## config.mk

```make
export PLATFORM = sky130hd
export DESIGN_NAME = knob_dimmer_mode_controller
export DESIGN_NICKNAME = d
export VERILOG_FILES = /design/src/rtl/kdm_pkg.sv /design/src/rtl/kdm_mode_fsm.sv /design/src/rtl/kdm_level_store.sv /design/src/rtl/knob_dimmer_mode_controller.sv
export SDC_FILE = /design/constraint.sdc
export NUM_CORES = 1
export LEC_CHECK = 0
export BUFFER_PORTS_ARGS = -buffer_cell sky130_fd_sc_hd__buf_2
export CORE_UTILIZATION = 45
export CTS_CLUSTER_DIAMETER = 40
export DETAILED_ROUTE_END_ITERATION = 8
export GPL_TIMING_DRIVEN = 0
export MAX_ROUTING_LAYER = met4
export SKIP_LAST_GASP = 1
export SLEW_MARGIN = 30
export SYNTH_ARGS = -nofsm -noshare
export SYNTH_HDL_FRONTEND = slang
export SYNTH_SLANG_ARGS = --single-unit
export TNS_END_PERCENT = 1
```

## constraint.sdc

```tcl
create_clock -name clk_i -period 5.62 [get_ports clk_i]
set_input_delay 0.281 -clock clk_i [delete_from_list [all_inputs] [get_ports clk_i]]
set_output_delay 0.281 -clock clk_i [all_outputs]
set_load 0.01 [all_outputs]
```

## src/rtl/kdm_pkg.sv

```systemverilog
// Package for the knob dimmer mode controller.
// Mode encoding, reset values, register indices and the step control struct.
// No dependencies.
package kdm_pkg;

  localparam int unsigned NUM_CHANNELS_DEF = 5;

  localparam int unsigned CFG_IDX_W  = 2;
  localparam int unsigned CFG_DATA_W = 16;

  localparam logic [CFG_IDX_W-1:0] CFG_IDLE_TIMEOUT = 2'd0;
  localparam logic [CFG_IDX_W-1:0] CFG_LONG_PRESS   = 2'd1;
  localparam logic [CFG_IDX_W-1:0] CFG_LEVEL_STEP   = 2'd2;

  localparam logic [15:0] IDLE_TIMEOUT_RST = 16'd3000;
  localparam logic [15:0] LONG_PRESS_RST   = 16'd1000;
  localparam logic [7:0]  LEVEL_STEP_RST   = 8'd5;
  localparam logic [7:0]  LEVEL_MAX        = 8'd255;

  localparam int unsigned CH_OUT_W = 3;

  typedef enum logic [1:0] {
    MODE_HOME   = 2'd0,
    MODE_SELECT = 2'd1,
    MODE_EDIT   = 2'd2
  } mode_e;

  // Decisions for one poll, handed from the mode FSM to the level store.
  typedef struct packed {
    logic sel_step;
    logic sel_up;
    logic edit_step;
    logic edit_up;
    logic latch;
  } kdm_ctrl_t;

endpackage

```

## src/rtl/kdm_mode_fsm.sv

```systemverilog
// Mode FSM: mode, selected channel, button hold, timestamps and knob position.
// Produces next-state values and the per-poll control struct. Uses kdm_pkg.
module kdm_mode_fsm #(
  parameter int unsigned NUM_CHANNELS = kdm_pkg::NUM_CHANNELS_DEF
) (
  input  logic                                  clk_i,
  input  logic                                  rst_ni,
  input  logic                                  advance_i,
  input  logic                                  button_down_i,
  input  logic signed [15:0]                    encoder_count_i,
  input  logic [31:0]                           now_ms_i,
  input  logic [15:0]                           idle_timeout_ms_i,
  input  logic [15:0]                           long_press_ms_i,
  output kdm_pkg::mode_e                        mode_d_o,
  output logic [$clog2(NUM_CHANNELS+1)-1:0]     channel_q_o,
  output logic [$clog2(NUM_CHANNELS+1)-1:0]     channel_d_o,
  output kdm_pkg::kdm_ctrl_t                    ctrl_o
);
  import kdm_pkg::*;

  localparam int unsigned CH_W = $clog2(NUM_CHANNELS + 1);
  localparam logic [CH_W-1:0] CH_LAST = CH_W'(NUM_CHANNELS);
  localparam logic [CH_W-1:0] CH_FIRST = CH_W'(1);

  mode_e              mode_q, mode_d, mode_mid;
  logic [CH_W-1:0]    channel_q, channel_d;
  logic               held_q;
  logic [31:0]        press_q, press_d;
  logic [31:0]        act_q, act_d;
  logic signed [15:0] last_half_q, last_half_d;

  logic               timeout, press, release_edge, long_held, moved, knob_up;
  logic signed [16:0] half_sum;
  logic signed [15:0] half;
  kdm_ctrl_t          ctrl;

  // Halve toward zero: add one to negatives before the arithmetic shift.
  assign half_sum = {encoder_count_i[15], encoder_count_i}
                  + {16'b0, encoder_count_i[15]};
  assign half     = half_sum[16:1];

  assign timeout      = (mode_q != MODE_HOME)
                      && ((now_ms_i - act_q) > {16'b0, idle_timeout_ms_i});
  assign press        = button_down_i && !held_q;
  assign release_edge = !button_down_i && held_q;
  assign long_held    = (now_ms_i - press_q) > {16'b0, long_press_ms_i};
  assign moved        = half != last_half_q;
  assign knob_up      = half > last_half_q;

  // Next state
  always_comb begin
    mode_mid = timeout ? MODE_HOME : mode_q;
    mode_d   = mode_mid;
    if (release_edge) begin
      unique case (mode_mid)
        MODE_EDIT:   mode_d = MODE_HOME;
        MODE_SELECT: mode_d = MODE_EDIT;
        MODE_HOME:   mode_d = long_held ? MODE_SELECT : MODE_HOME;
        default:     mode_d = MODE_HOME;
      endcase
    end
  end

  // Outputs of the FSM for this poll
  always_comb begin
    ctrl.sel_step  = (mode_d == MODE_SELECT) && moved;
    ctrl.sel_up    = knob_up;
    ctrl.edit_step = (mode_d == MODE_EDIT) && moved;
    ctrl.edit_up   = knob_up;
    ctrl.latch     = timeout || (release_edge && (mode_mid == MODE_EDIT)) || ctrl.edit_step;
  end

  always_comb begin
    channel_d = channel_q;
    if (ctrl.sel_step) begin
      if (knob_up) begin
        channel_d = (channel_q >= CH_LAST) ? CH_FIRST : channel_q + CH_FIRST;
      end else begin
        channel_d = (channel_q <= CH_FIRST) ? CH_LAST : channel_q - CH_FIRST;
      end
    end
    press_d = press ? now_ms_i : press_q;
    act_d   = act_q;
    if (press || (release_edge && (mode_mid == MODE_HOME) && long_held)
        || ctrl.sel_step || ctrl.edit_step) begin
      act_d = now_ms_i;
    end
    last_half_d = (ctrl.sel_step || ctrl.edit_step) ? half : last_half_q;
  end

  always_ff @(posedge clk_i or negedge rst_ni) begin
    if (!rst_ni) begin
      mode_q      <= MODE_HOME;
      channel_q   <= CH_FIRST;
      held_q      <= 1'b0;
      press_q     <= '0;
      act_q       <= '0;
      last_half_q <= '0;
    end else if (advance_i) begin
      mode_q      <= mode_d;
      channel_q   <= channel_d;
      held_q      <= button_down_i;
      press_q     <= press_d;
      act_q       <= act_d;
      last_half_q <= last_half_d;
    end
  end

  assign mode_d_o    = mode_d;
  assign channel_q_o = channel_q;
  assign channel_d_o = channel_d;
  assign ctrl_o      = ctrl;

endmodule

```

## src/rtl/kdm_level_store.sv

```systemverilog
// Per-channel intensity table, selected-level register and lit outputs.
// Applies clamped level steps and latches the lit channel. Uses kdm_pkg.
module kdm_level_store #(
  parameter int unsigned NUM_CHANNELS = kdm_pkg::NUM_CHANNELS_DEF
) (
  input  logic                              clk_i,
  input  logic                              rst_ni,
  input  logic                              advance_i,
  input  kdm_pkg::kdm_ctrl_t                ctrl_i,
  input  logic [$clog2(NUM_CHANNELS+1)-1:0] channel_q_i,
  input  logic [$clog2(NUM_CHANNELS+1)-1:0] channel_d_i,
  input  logic [7:0]                        level_step_i,
  output logic [7:0]                        sel_level_d_o,
  output logic [$clog2(NUM_CHANNELS+1)-1:0] lit_channel_d_o,
  output logic [7:0]                        lit_level_d_o
);
  import kdm_pkg::*;

  localparam int unsigned CH_W  = $clog2(NUM_CHANNELS + 1);
  localparam int unsigned IDX_W = (NUM_CHANNELS > 1) ? $clog2(NUM_CHANNELS) : 1;

  logic [7:0]       level_q [NUM_CHANNELS];
  logic [7:0]       sel_level_q, sel_level_d;
  logic [CH_W-1:0]  lit_ch_q, lit_ch_d;
  logic [7:0]       lit_lv_q, lit_lv_d;
  logic [CH_W-1:0]  wr_off, rd_off;
  logic [IDX_W-1:0] wr_idx, rd_idx;
  logic [8:0]       up_sum;
  logic [7:0]       new_lv;

  assign wr_off = channel_q_i - CH_W'(1);
  assign rd_off = channel_d_i - CH_W'(1);
  assign wr_idx = wr_off[IDX_W-1:0];
  assign rd_idx = rd_off[IDX_W-1:0];

  assign up_sum = {1'b0, sel_level_q} + {1'b0, level_step_i};

  always_comb begin
    if (ctrl_i.edit_up) begin
      new_lv = up_sum[8] ? LEVEL_MAX : up_sum[7:0];
    end else begin
      new_lv = (sel_level_q < level_step_i) ? 8'd0 : sel_level_q - level_step_i;
    end
    if (ctrl_i.edit_step) begin
      sel_level_d = new_lv;
    end else if (ctrl_i.sel_step) begin
      sel_level_d = level_q[rd_idx];
    end else begin
      sel_level_d = sel_level_q;
    end
    // a latch always takes the channel as it stood before this item's channel step
    lit_ch_d = ctrl_i.latch ? channel_q_i : lit_ch_q;
    lit_lv_d = ctrl_i.latch ? (ctrl_i.edit_step ? new_lv : sel_level_q) : lit_lv_q;
  end

  always_ff @(posedge clk_i or negedge rst_ni) begin
    if (!rst_ni) begin
      for (int i = 0; i < int'(NUM_CHANNELS); i++) begin
        level_q[i] <= LEVEL_MAX;
      end
      sel_level_q <= LEVEL_MAX;
      lit_ch_q    <= CH_W'(1);
      lit_lv_q    <= LEVEL_MAX;
    end else if (advance_i) begin
      if (ctrl_i.edit_step) begin
        level_q[wr_idx] <= new_lv;
      end
      sel_level_q <= sel_level_d;
      lit_ch_q    <= lit_ch_d;
      lit_lv_q    <= lit_lv_d;
    end
  end

  assign sel_level_d_o   = sel_level_d;
  assign lit_channel_d_o = lit_ch_d;
  assign lit_level_d_o   = lit_lv_d;

endmodule

```

## src/rtl/knob_dimmer_mode_controller.sv

```systemverilog
// Top level of the knob dimmer mode controller.
// Input register, config registers and result register; uses kdm_pkg,
// kdm_mode_fsm and kdm_level_store.
//
//   channel  | handshake               | payload
//   ---------+-------------------------+------------------------------------------
//   poll in  | in_valid_i / in_ready_o | button_down_i, encoder_count_i, now_ms_i
//   result   | out_valid_o/out_ready_i | mode_o, selected_channel_o, selected_level_o,
//            |                         | lit_channel_o, lit_level_o
//   config   | cfg_we_i                | cfg_idx_i, cfg_wdata_i
//
// Each item is held in the input register and then evaluated into the result
// register; one item per cycle while the result is not stalled.
// The state update is a single combinational pass from input register to
// result register. Reset is asynchronous; levels come up at 255.
// A stalled result holds the input register; in_ready_o drops only then.
module knob_dimmer_mode_controller #(
  parameter int unsigned NUM_CHANNELS = kdm_pkg::NUM_CHANNELS_DEF
) (
  input  logic                                 clk_i,
  input  logic                                 rst_ni,
  input  logic                                 cfg_we_i,
  input  logic [kdm_pkg::CFG_IDX_W-1:0]        cfg_idx_i,
  input  logic [kdm_pkg::CFG_DATA_W-1:0]       cfg_wdata_i,
  input  logic                                 in_valid_i,
  output logic                                 in_ready_o,
  input  logic                                 button_down_i,
  input  logic signed [15:0]                   encoder_count_i,
  input  logic [31:0]                          now_ms_i,
  output logic                                 out_valid_o,
  input  logic                                 out_ready_i,
  output logic [1:0]                           mode_o,
  output logic [2:0]                           selected_channel_o,
  output logic [7:0]                           selected_level_o,
  output logic [2:0]                           lit_channel_o,
  output logic [7:0]                           lit_level_o
);
  import kdm_pkg::*;

  localparam int unsigned CH_W = $clog2(NUM_CHANNELS + 1);

  logic [15:0]        idle_timeout_q, long_press_q;
  logic [7:0]         level_step_q;

  logic               in_valid_q;
  logic               button_q;
  logic signed [15:0] count_q;
  logic [31:0]        now_q;

  logic               out_valid_q;
  logic [1:0]         mode_out_q;
  logic [2:0]         sel_ch_out_q, lit_ch_out_q;
  logic [7:0]         sel_lv_out_q, lit_lv_out_q;

  logic               advance;
  mode_e              mode_d;
  logic [CH_W-1:0]    channel_q, channel_d, lit_ch_d;
  logic [7:0]         sel_level_d, lit_lv_d;
  kdm_ctrl_t          ctrl;
  logic [CH_W+2:0]    sel_ch_ext, lit_ch_ext;

  assign advance    = in_valid_q && (!out_valid_q || out_ready_i);
  assign in_ready_o = !in_valid_q || advance;

  always_ff @(posedge clk_i or negedge rst_ni) begin
    if (!rst_ni) begin
      idle_timeout_q <= IDLE_TIMEOUT_RST;
      long_press_q   <= LONG_PRESS_RST;
      level_step_q   <= LEVEL_STEP_RST;
    end else if (cfg_we_i) begin
      unique case (cfg_idx_i)
        CFG_IDLE_TIMEOUT: idle_timeout_q <= cfg_wdata_i;
        CFG_LONG_PRESS:   long_press_q   <= cfg_wdata_i;
        CFG_LEVEL_STEP:   level_step_q   <= cfg_wdata_i[7:0];
        default: ;
      endcase
    end
  end

  always_ff @(posedge clk_i or negedge rst_ni) begin
    if (!rst_ni) begin
      in_valid_q  <= 1'b0;
      out_valid_q <= 1'b0;
    end else begin
      if (in_ready_o) begin
        in_valid_q <= in_valid_i;
      end
      if (advance) begin
        out_valid_q <= 1'b1;
      end else if (out_ready_i) begin
        out_valid_q <= 1'b0;
      end
    end
  end

  always_ff @(posedge clk_i) begin
    if (in_valid_i && in_ready_o) begin
      button_q <= button_down_i;
      count_q  <= encoder_count_i;
      now_q    <= now_ms_i;
    end
  end

  kdm_mode_fsm #(
    .NUM_CHANNELS(NUM_CHANNELS)
  ) u_mode_fsm (
    .clk_i,
    .rst_ni,
    .advance_i         (advance),
    .button_down_i     (button_q),
    .encoder_count_i   (count_q),
    .now_ms_i          (now_q),
    .idle_timeout_ms_i (idle_timeout_q),
    .long_press_ms_i   (long_press_q),
    .mode_d_o          (mode_d),
    .channel_q_o       (channel_q),
    .channel_d_o       (channel_d),
    .ctrl_o            (ctrl)
  );

  kdm_level_store #(
    .NUM_CHANNELS(NUM_CHANNELS)
  ) u_level_store (
    .clk_i,
    .rst_ni,
    .advance_i       (advance),
    .ctrl_i          (ctrl),
    .channel_q_i     (channel_q),
    .channel_d_i     (channel_d),
    .level_step_i    (level_step_q),
    .sel_level_d_o   (sel_level_d),
    .lit_channel_d_o (lit_ch_d),
    .lit_level_d_o   (lit_lv_d)
  );

  // channel numbers are shown in three bits
  assign sel_ch_ext = {3'b000, channel_d};
  assign lit_ch_ext = {3'b000, lit_ch_d};

  always_ff @(posedge clk_i) begin
    if (advance) begin
      mode_out_q   <= mode_d;
      sel_ch_out_q <= sel_ch_ext[CH_OUT_W-1:0];
      sel_lv_out_q <= sel_level_d;
      lit_ch_out_q <= lit_ch_ext[CH_OUT_W-1:0];
      lit_lv_out_q <= lit_lv_d;
    end
  end

  assign out_valid_o        = out_valid_q;
  assign mode_o             = mode_out_q;
  assign selected_channel_o = sel_ch_out_q;
  assign selected_level_o   = sel_lv_out_q;
  assign lit_channel_o      = lit_ch_out_q;
  assign lit_level_o        = lit_lv_out_q;

endmodule

```

==> reports/summary.txt <==
============================================================================================
Mux share of post-synthesis cell area                                                  0.112
Fraction of the mapped netlist area in adder cells                                     0.101
Switching power share of the total                                                     0.398
First-pass GRT wire length                                                         73,400 µm
Cell internal power dissipation                                                      6.24 mW
Net count reported at finish                                                           2,152
Layout overhead on the synthesized area                                                24.2%
Transition time at the pin with the least slew margin                                1030 ps
Minimum setup slack in the final design                                              -571 ps
Fraction of synthesis flops using an asynchronous set or reset pin                     0.719
Warnings, synthesis                                                                        0
Vias in the first global route                                                        14,000
# rows                                                                                    70
Total routed wirelength                                                            45,600 µm
Sequential area share after synthesis                                                  0.410
Root buffer selected by CTS                                                     sky130_fd_sc_hd__clkbuf_16
Final number of max-transition violations                                                  0
Number of synthesized flops with an enable pin                                            73
Largest incremental delay on the critical path                                        520 ps
Fin. Hold Viols                                                                            0
Clk sink count                                                                           260
Worst path slowest cell                                                         sky130_fd_sc_hd__or4b_4
Basic-gate share of the synthesized area counting and, or, nand and nor cells          0.127
Fraction of power consumed by sequential logic                                         0.254
GRT Util Overall                                                                       0.249
F_max                                                                                162 MHz
Crit path time final                                                                 6190 ps
Vertical extent of the die                                                            196 µm
Cell count after synthesis                                                             1,703
Combinational group share of total power                                               0.471
Setup clock skew after layout                                                        20.2 ps
Outcome                                                                         finished, violations left
Total instance count after detailed placement                                          2,308
Number of port buffers                                                                    97
Largest fanout of any net on the critical path                                             5
Worst IR Drop VDD                                                                   0.330 mV
Power share of the clock group                                                         0.276
Kind of capture point of the worst setup path                                           flop
Headroom to the max-slew limit                                                         0.314
Horizontal extent of the die                                                          196 µm
Switching power                                                                      4.12 mW
Register bit total from synthesis                                                        260
Unrepaired setup endpoints after global routing                                         true
Drt drc                                                                                    0
Grt ovf                                                                                    0
Violations in the final reports                                                 setup timing
Die area                                                                          38,500 µm²
Number of antenna violations at the first check in global routing                          0
Share of post-route cells with drive strength above 1                                  0.254
Total nets after synthesis                                                             1,910
Complex-gate fraction of the synthesized area                                          0.167
Count of inserted antenna diode cells                                                      0
Leakage power of the design                                                          9.28 nW
Sum Neg Setup Slack                                                               -13,250 ps
Crit start category                                                                     flop
Post-DR wirelength/cell                                                              18.3 µm
Most numerous cell on the critical path                                         sky130_fd_sc_hd__buf_4
Insertion delay to the later sink of the worst-skew pair                              590 ps
Maximum clock insertion buffer count                                                       3
Parity-gate share of the synthesized area counting xor and xnor cells                 0.0284
Gp weighted congestion                                                                 0.920
Final std cells w/o fill                                                               2,487
Critical path start-end classification                                               reg2reg
Count of buffer and inverter cells on the critical path                                    5
Via-per-instance ratio                                                                  5.58
Required @ worst endpoint                                                            5900 ps
Worst endpoint data arrival time                                                     6480 ps
FF-to-FF setup slack                                                                 -570 ps
TritonCTS clock tree                                                                    done
Initial core utilization                                                               0.461
Core Box Area                                                                     36,900 µm²
1st-iter DRT viols                                                                       733
Netlist Area Pre-Place                                                            17,000 µm²
Synth Flop Type                                                                 sky130_fd_sc_hd__dfrtp_1
Crit-path leading delay family                                                  compound AO/OA/AOI/OAI gates
Main combinational cell family by area after synthesis                          compound AO/OA/AOI/OAI gates
H-tree depth                                                                               2
Overall via count from detail_route                                                   13,900
Pwr dens                                                                          491 nW/µm²
Clk slew on worst S/H paths                                                            60 ps
Antenna-violating nets left                                                                0
Share of the clock period used by the worst path after layout                           1.10
Pin count of the biggest net entering global routing                                      83
Number of top-level pins                                                                  98
Max-cap viol count                                                                         0
Post-synthesis average cell area                                                    9.98 µm²
Number of buffers created by CTS                                                          46
Hold Crit Class                                                                       in2reg
Count of unique library cells instantiated by Yosys                                       91
HPWL after detailed placement                                                      33,200 µm
Total iterations of the first detailed-routing run                                         7
Count of endpoints failing setup in the final report                                      48
============================================================================================
## routing by layer
metal / vias to the layer above / share of wire / GRT usage
li1: 6667 / - / -
met1: 6746 / 0.43 / 0.301
met2: 359 / 0.49 / 0.417
met3: 109 / 0.045 / 0.0401
met4: 0 / 0.035 / 0.0923
met5: - / 0 / -
## flip-flops by register name, indices dropped and copies added (netlist names), 2 cells and up
name and count:
u_level_store.sel_level_q 8, u_level_store.lit_lv_q 8, lit_level_o 8, u_mode_fsm.press_q 32, mode_o 2, u_mode_fsm.last_half_q 16
now_q 32, selected_channel_o 3, u_level_store.lit_ch_q 3, u_level_store.level_q 40, u_mode_fsm.mode_q 2, lit_channel_o 3
u_mode_fsm.act_q 32, idle_timeout_q 16, count_q 16, u_mode_fsm.channel_q_o 3, selected_level_o 8, long_press_q 16
level_step_q 8
## worst min-delay path, cell delays in order
cell	delay, ps
sky130_fd_sc_hd__buf_2	100
sky130_fd_sc_hd__nor3b_1	80
sky130_fd_sc_hd__mux2_2	220
## worst paths after layout
kind,from,end,cells after the start
min,cfg_idx_i[1],idle_timeout_q[0],3
max in group asynchronous,rst_ni,u_level_store.level_q[19],3
min reg2reg,u_level_store.level_q[19],u_level_store.level_q[19],2
max,now_q[0],selected_level_o[4],26
max reg2reg,now_q[0],selected_level_o[4],26
min in group asynchronous,rst_ni,u_mode_fsm.last_half_q[9],2
## Yosys cell counts (12+ instances only)
master                     number  area (µm²)
sky130_fd_sc_hd__clkbuf_1      39         146
sky130_fd_sc_hd__or3_1         15        93.8
sky130_fd_sc_hd__nor3_1        18        90.1
sky130_fd_sc_hd__mux2_2        73         822
sky130_fd_sc_hd__a21o_1        35         263
sky130_fd_sc_hd__dfstp_2       73        1920
sky130_fd_sc_hd__o21a_1        22         165
sky130_fd_sc_hd__mux2i_1       44         440
sky130_fd_sc_hd__nand2b_1      15        93.8
sky130_fd_sc_hd__nor2_1        86         323
sky130_fd_sc_hd__ha_1         131        1640
sky130_fd_sc_hd__a211oi_1      18         135
sky130_fd_sc_hd__edfxtp_1      73        2190
sky130_fd_sc_hd__and3_1        18         113
sky130_fd_sc_hd__o21ai_1       12        60.1
sky130_fd_sc_hd__inv_1        164         616
sky130_fd_sc_hd__xnor2_1       35         307
sky130_fd_sc_hd__nand2_1      145         544
sky130_fd_sc_hd__o21ai_0      117         586
sky130_fd_sc_hd__xor2_1        17         149
sky130_fd_sc_hd__nor2b_1       14        87.6
sky130_fd_sc_hd__mux2_4        29         435
sky130_fd_sc_hd__nand3_1       39         195
sky130_fd_sc_hd__o211ai_1      12        90.1
sky130_fd_sc_hd__o221ai_1      18         158
sky130_fd_sc_hd__dfrtp_1      114        2850
sky130_fd_sc_hd__a21oi_1      105         526
sky130_fd_sc_hd__nand4_1       29         181
sky130_fd_sc_hd__o21bai_1      12        90.1
## cells in the final DEF, fill, tap and decap left out, types with 12 or more instances in the layout
cell type | Yosys | layout
sky130_fd_sc_hd__a21o_1 | 35 | 35
sky130_fd_sc_hd__a21oi_1 | 105 | 98
sky130_fd_sc_hd__and3_1 | 18 | 18
sky130_fd_sc_hd__buf_2 | 11 | 108
sky130_fd_sc_hd__buf_4 | 2 | 24
sky130_fd_sc_hd__clkbuf_1 | 39 | 39
sky130_fd_sc_hd__clkbuf_16 | 0 | 48
sky130_fd_sc_hd__dfrtp_1 | 114 | 114
sky130_fd_sc_hd__dfstp_2 | 73 | 73
sky130_fd_sc_hd__dlygate4sd3_1 | 0 | 69
sky130_fd_sc_hd__edfxtp_1 | 73 | 73
sky130_fd_sc_hd__ha_1 | 131 | 126
sky130_fd_sc_hd__inv_1 | 164 | 161
sky130_fd_sc_hd__mux2_2 | 73 | 73
sky130_fd_sc_hd__mux2_4 | 29 | 29
sky130_fd_sc_hd__mux2i_1 | 44 | 37
sky130_fd_sc_hd__nand2_1 | 145 | 143
sky130_fd_sc_hd__nand2b_1 | 15 | 15
sky130_fd_sc_hd__nand3_1 | 39 | 37
sky130_fd_sc_hd__nand4_1 | 29 | 29
sky130_fd_sc_hd__nor2_1 | 86 | 84
sky130_fd_sc_hd__nor2b_1 | 14 | 14
sky130_fd_sc_hd__nor3_1 | 18 | 17
sky130_fd_sc_hd__o211ai_1 | 12 | 12
sky130_fd_sc_hd__o21a_1 | 22 | 22
sky130_fd_sc_hd__o21ai_0 | 117 | 115
sky130_fd_sc_hd__o21bai_1 | 12 | 12
sky130_fd_sc_hd__o221ai_1 | 18 | 14
sky130_fd_sc_hd__or3_1 | 15 | 15
sky130_fd_sc_hd__xnor2_1 | 35 | 35
sky130_fd_sc_hd__xor2_1 | 17 | 16
## per-stage QoR
| stage | util | instance area, µm² | setup slack, ps | hold slack [ps] | total power, mW |
|---|---|---|---|---|---|
| after floorplan | - | 17100 | -0.521 | -14.6 | 5.90 |
| after global placement | 0.493 | 18200 | -1600 | 448 | 6.97 |
| after detailed placement | 0.497 | 18300 | -1560 | 236 | 7.10 |
| after CTS | 0.571 | 21000 | -589 | 87.9 | 10.4 |
| after global routing | 0.572 | 21100 | -841 | 114 | 11.1 |
| final | 0.572 | 21100 | -571 | 131 | 10.4 |
## timing repair
action | 4_1_cts | 5_1_grt
gates cloned | 1 | 0
resized for setup | 39 | 10
hold buffers | 69 | 0
pin swaps | 17 | 15
hold endpoints to repair | 138 | 0
setup buffers | 21 | 3
endpoints found under the setup margin | 67 | 105
## logic make-up after synthesis
family                     Yosys count
buffers and inverters              229
xor gates and xnor gates            53
and+or+nand+nor                    431
DFF                                260
adders and majority gates          135
AOI/OAI and AO/OA                  439
muxes                              156
## power by group through the flow
stage	combinational (mW)	clock [mW]	sequential, mW
final	4.88	2.86	2.63
after detailed placement	4.45	0	2.66
after global routing	5.39	3.00	2.68
after floorplan	3.30	0	2.60
after CTS	4.81	2.92	2.63
after global placement	4.32	0	2.65
## cell type report
class,count,area [µm²]
clock buffers,58,1310
multi-input cells,1214,9440
inverters,165,619
repair buffers,195,1500
well taps,504,631
fillers,3175,15800
clock inverters,28,314
flip-flops and latches,260,6960
plain buffers,63,335
No activity file was read; power rests on OpenSTA's default activity.
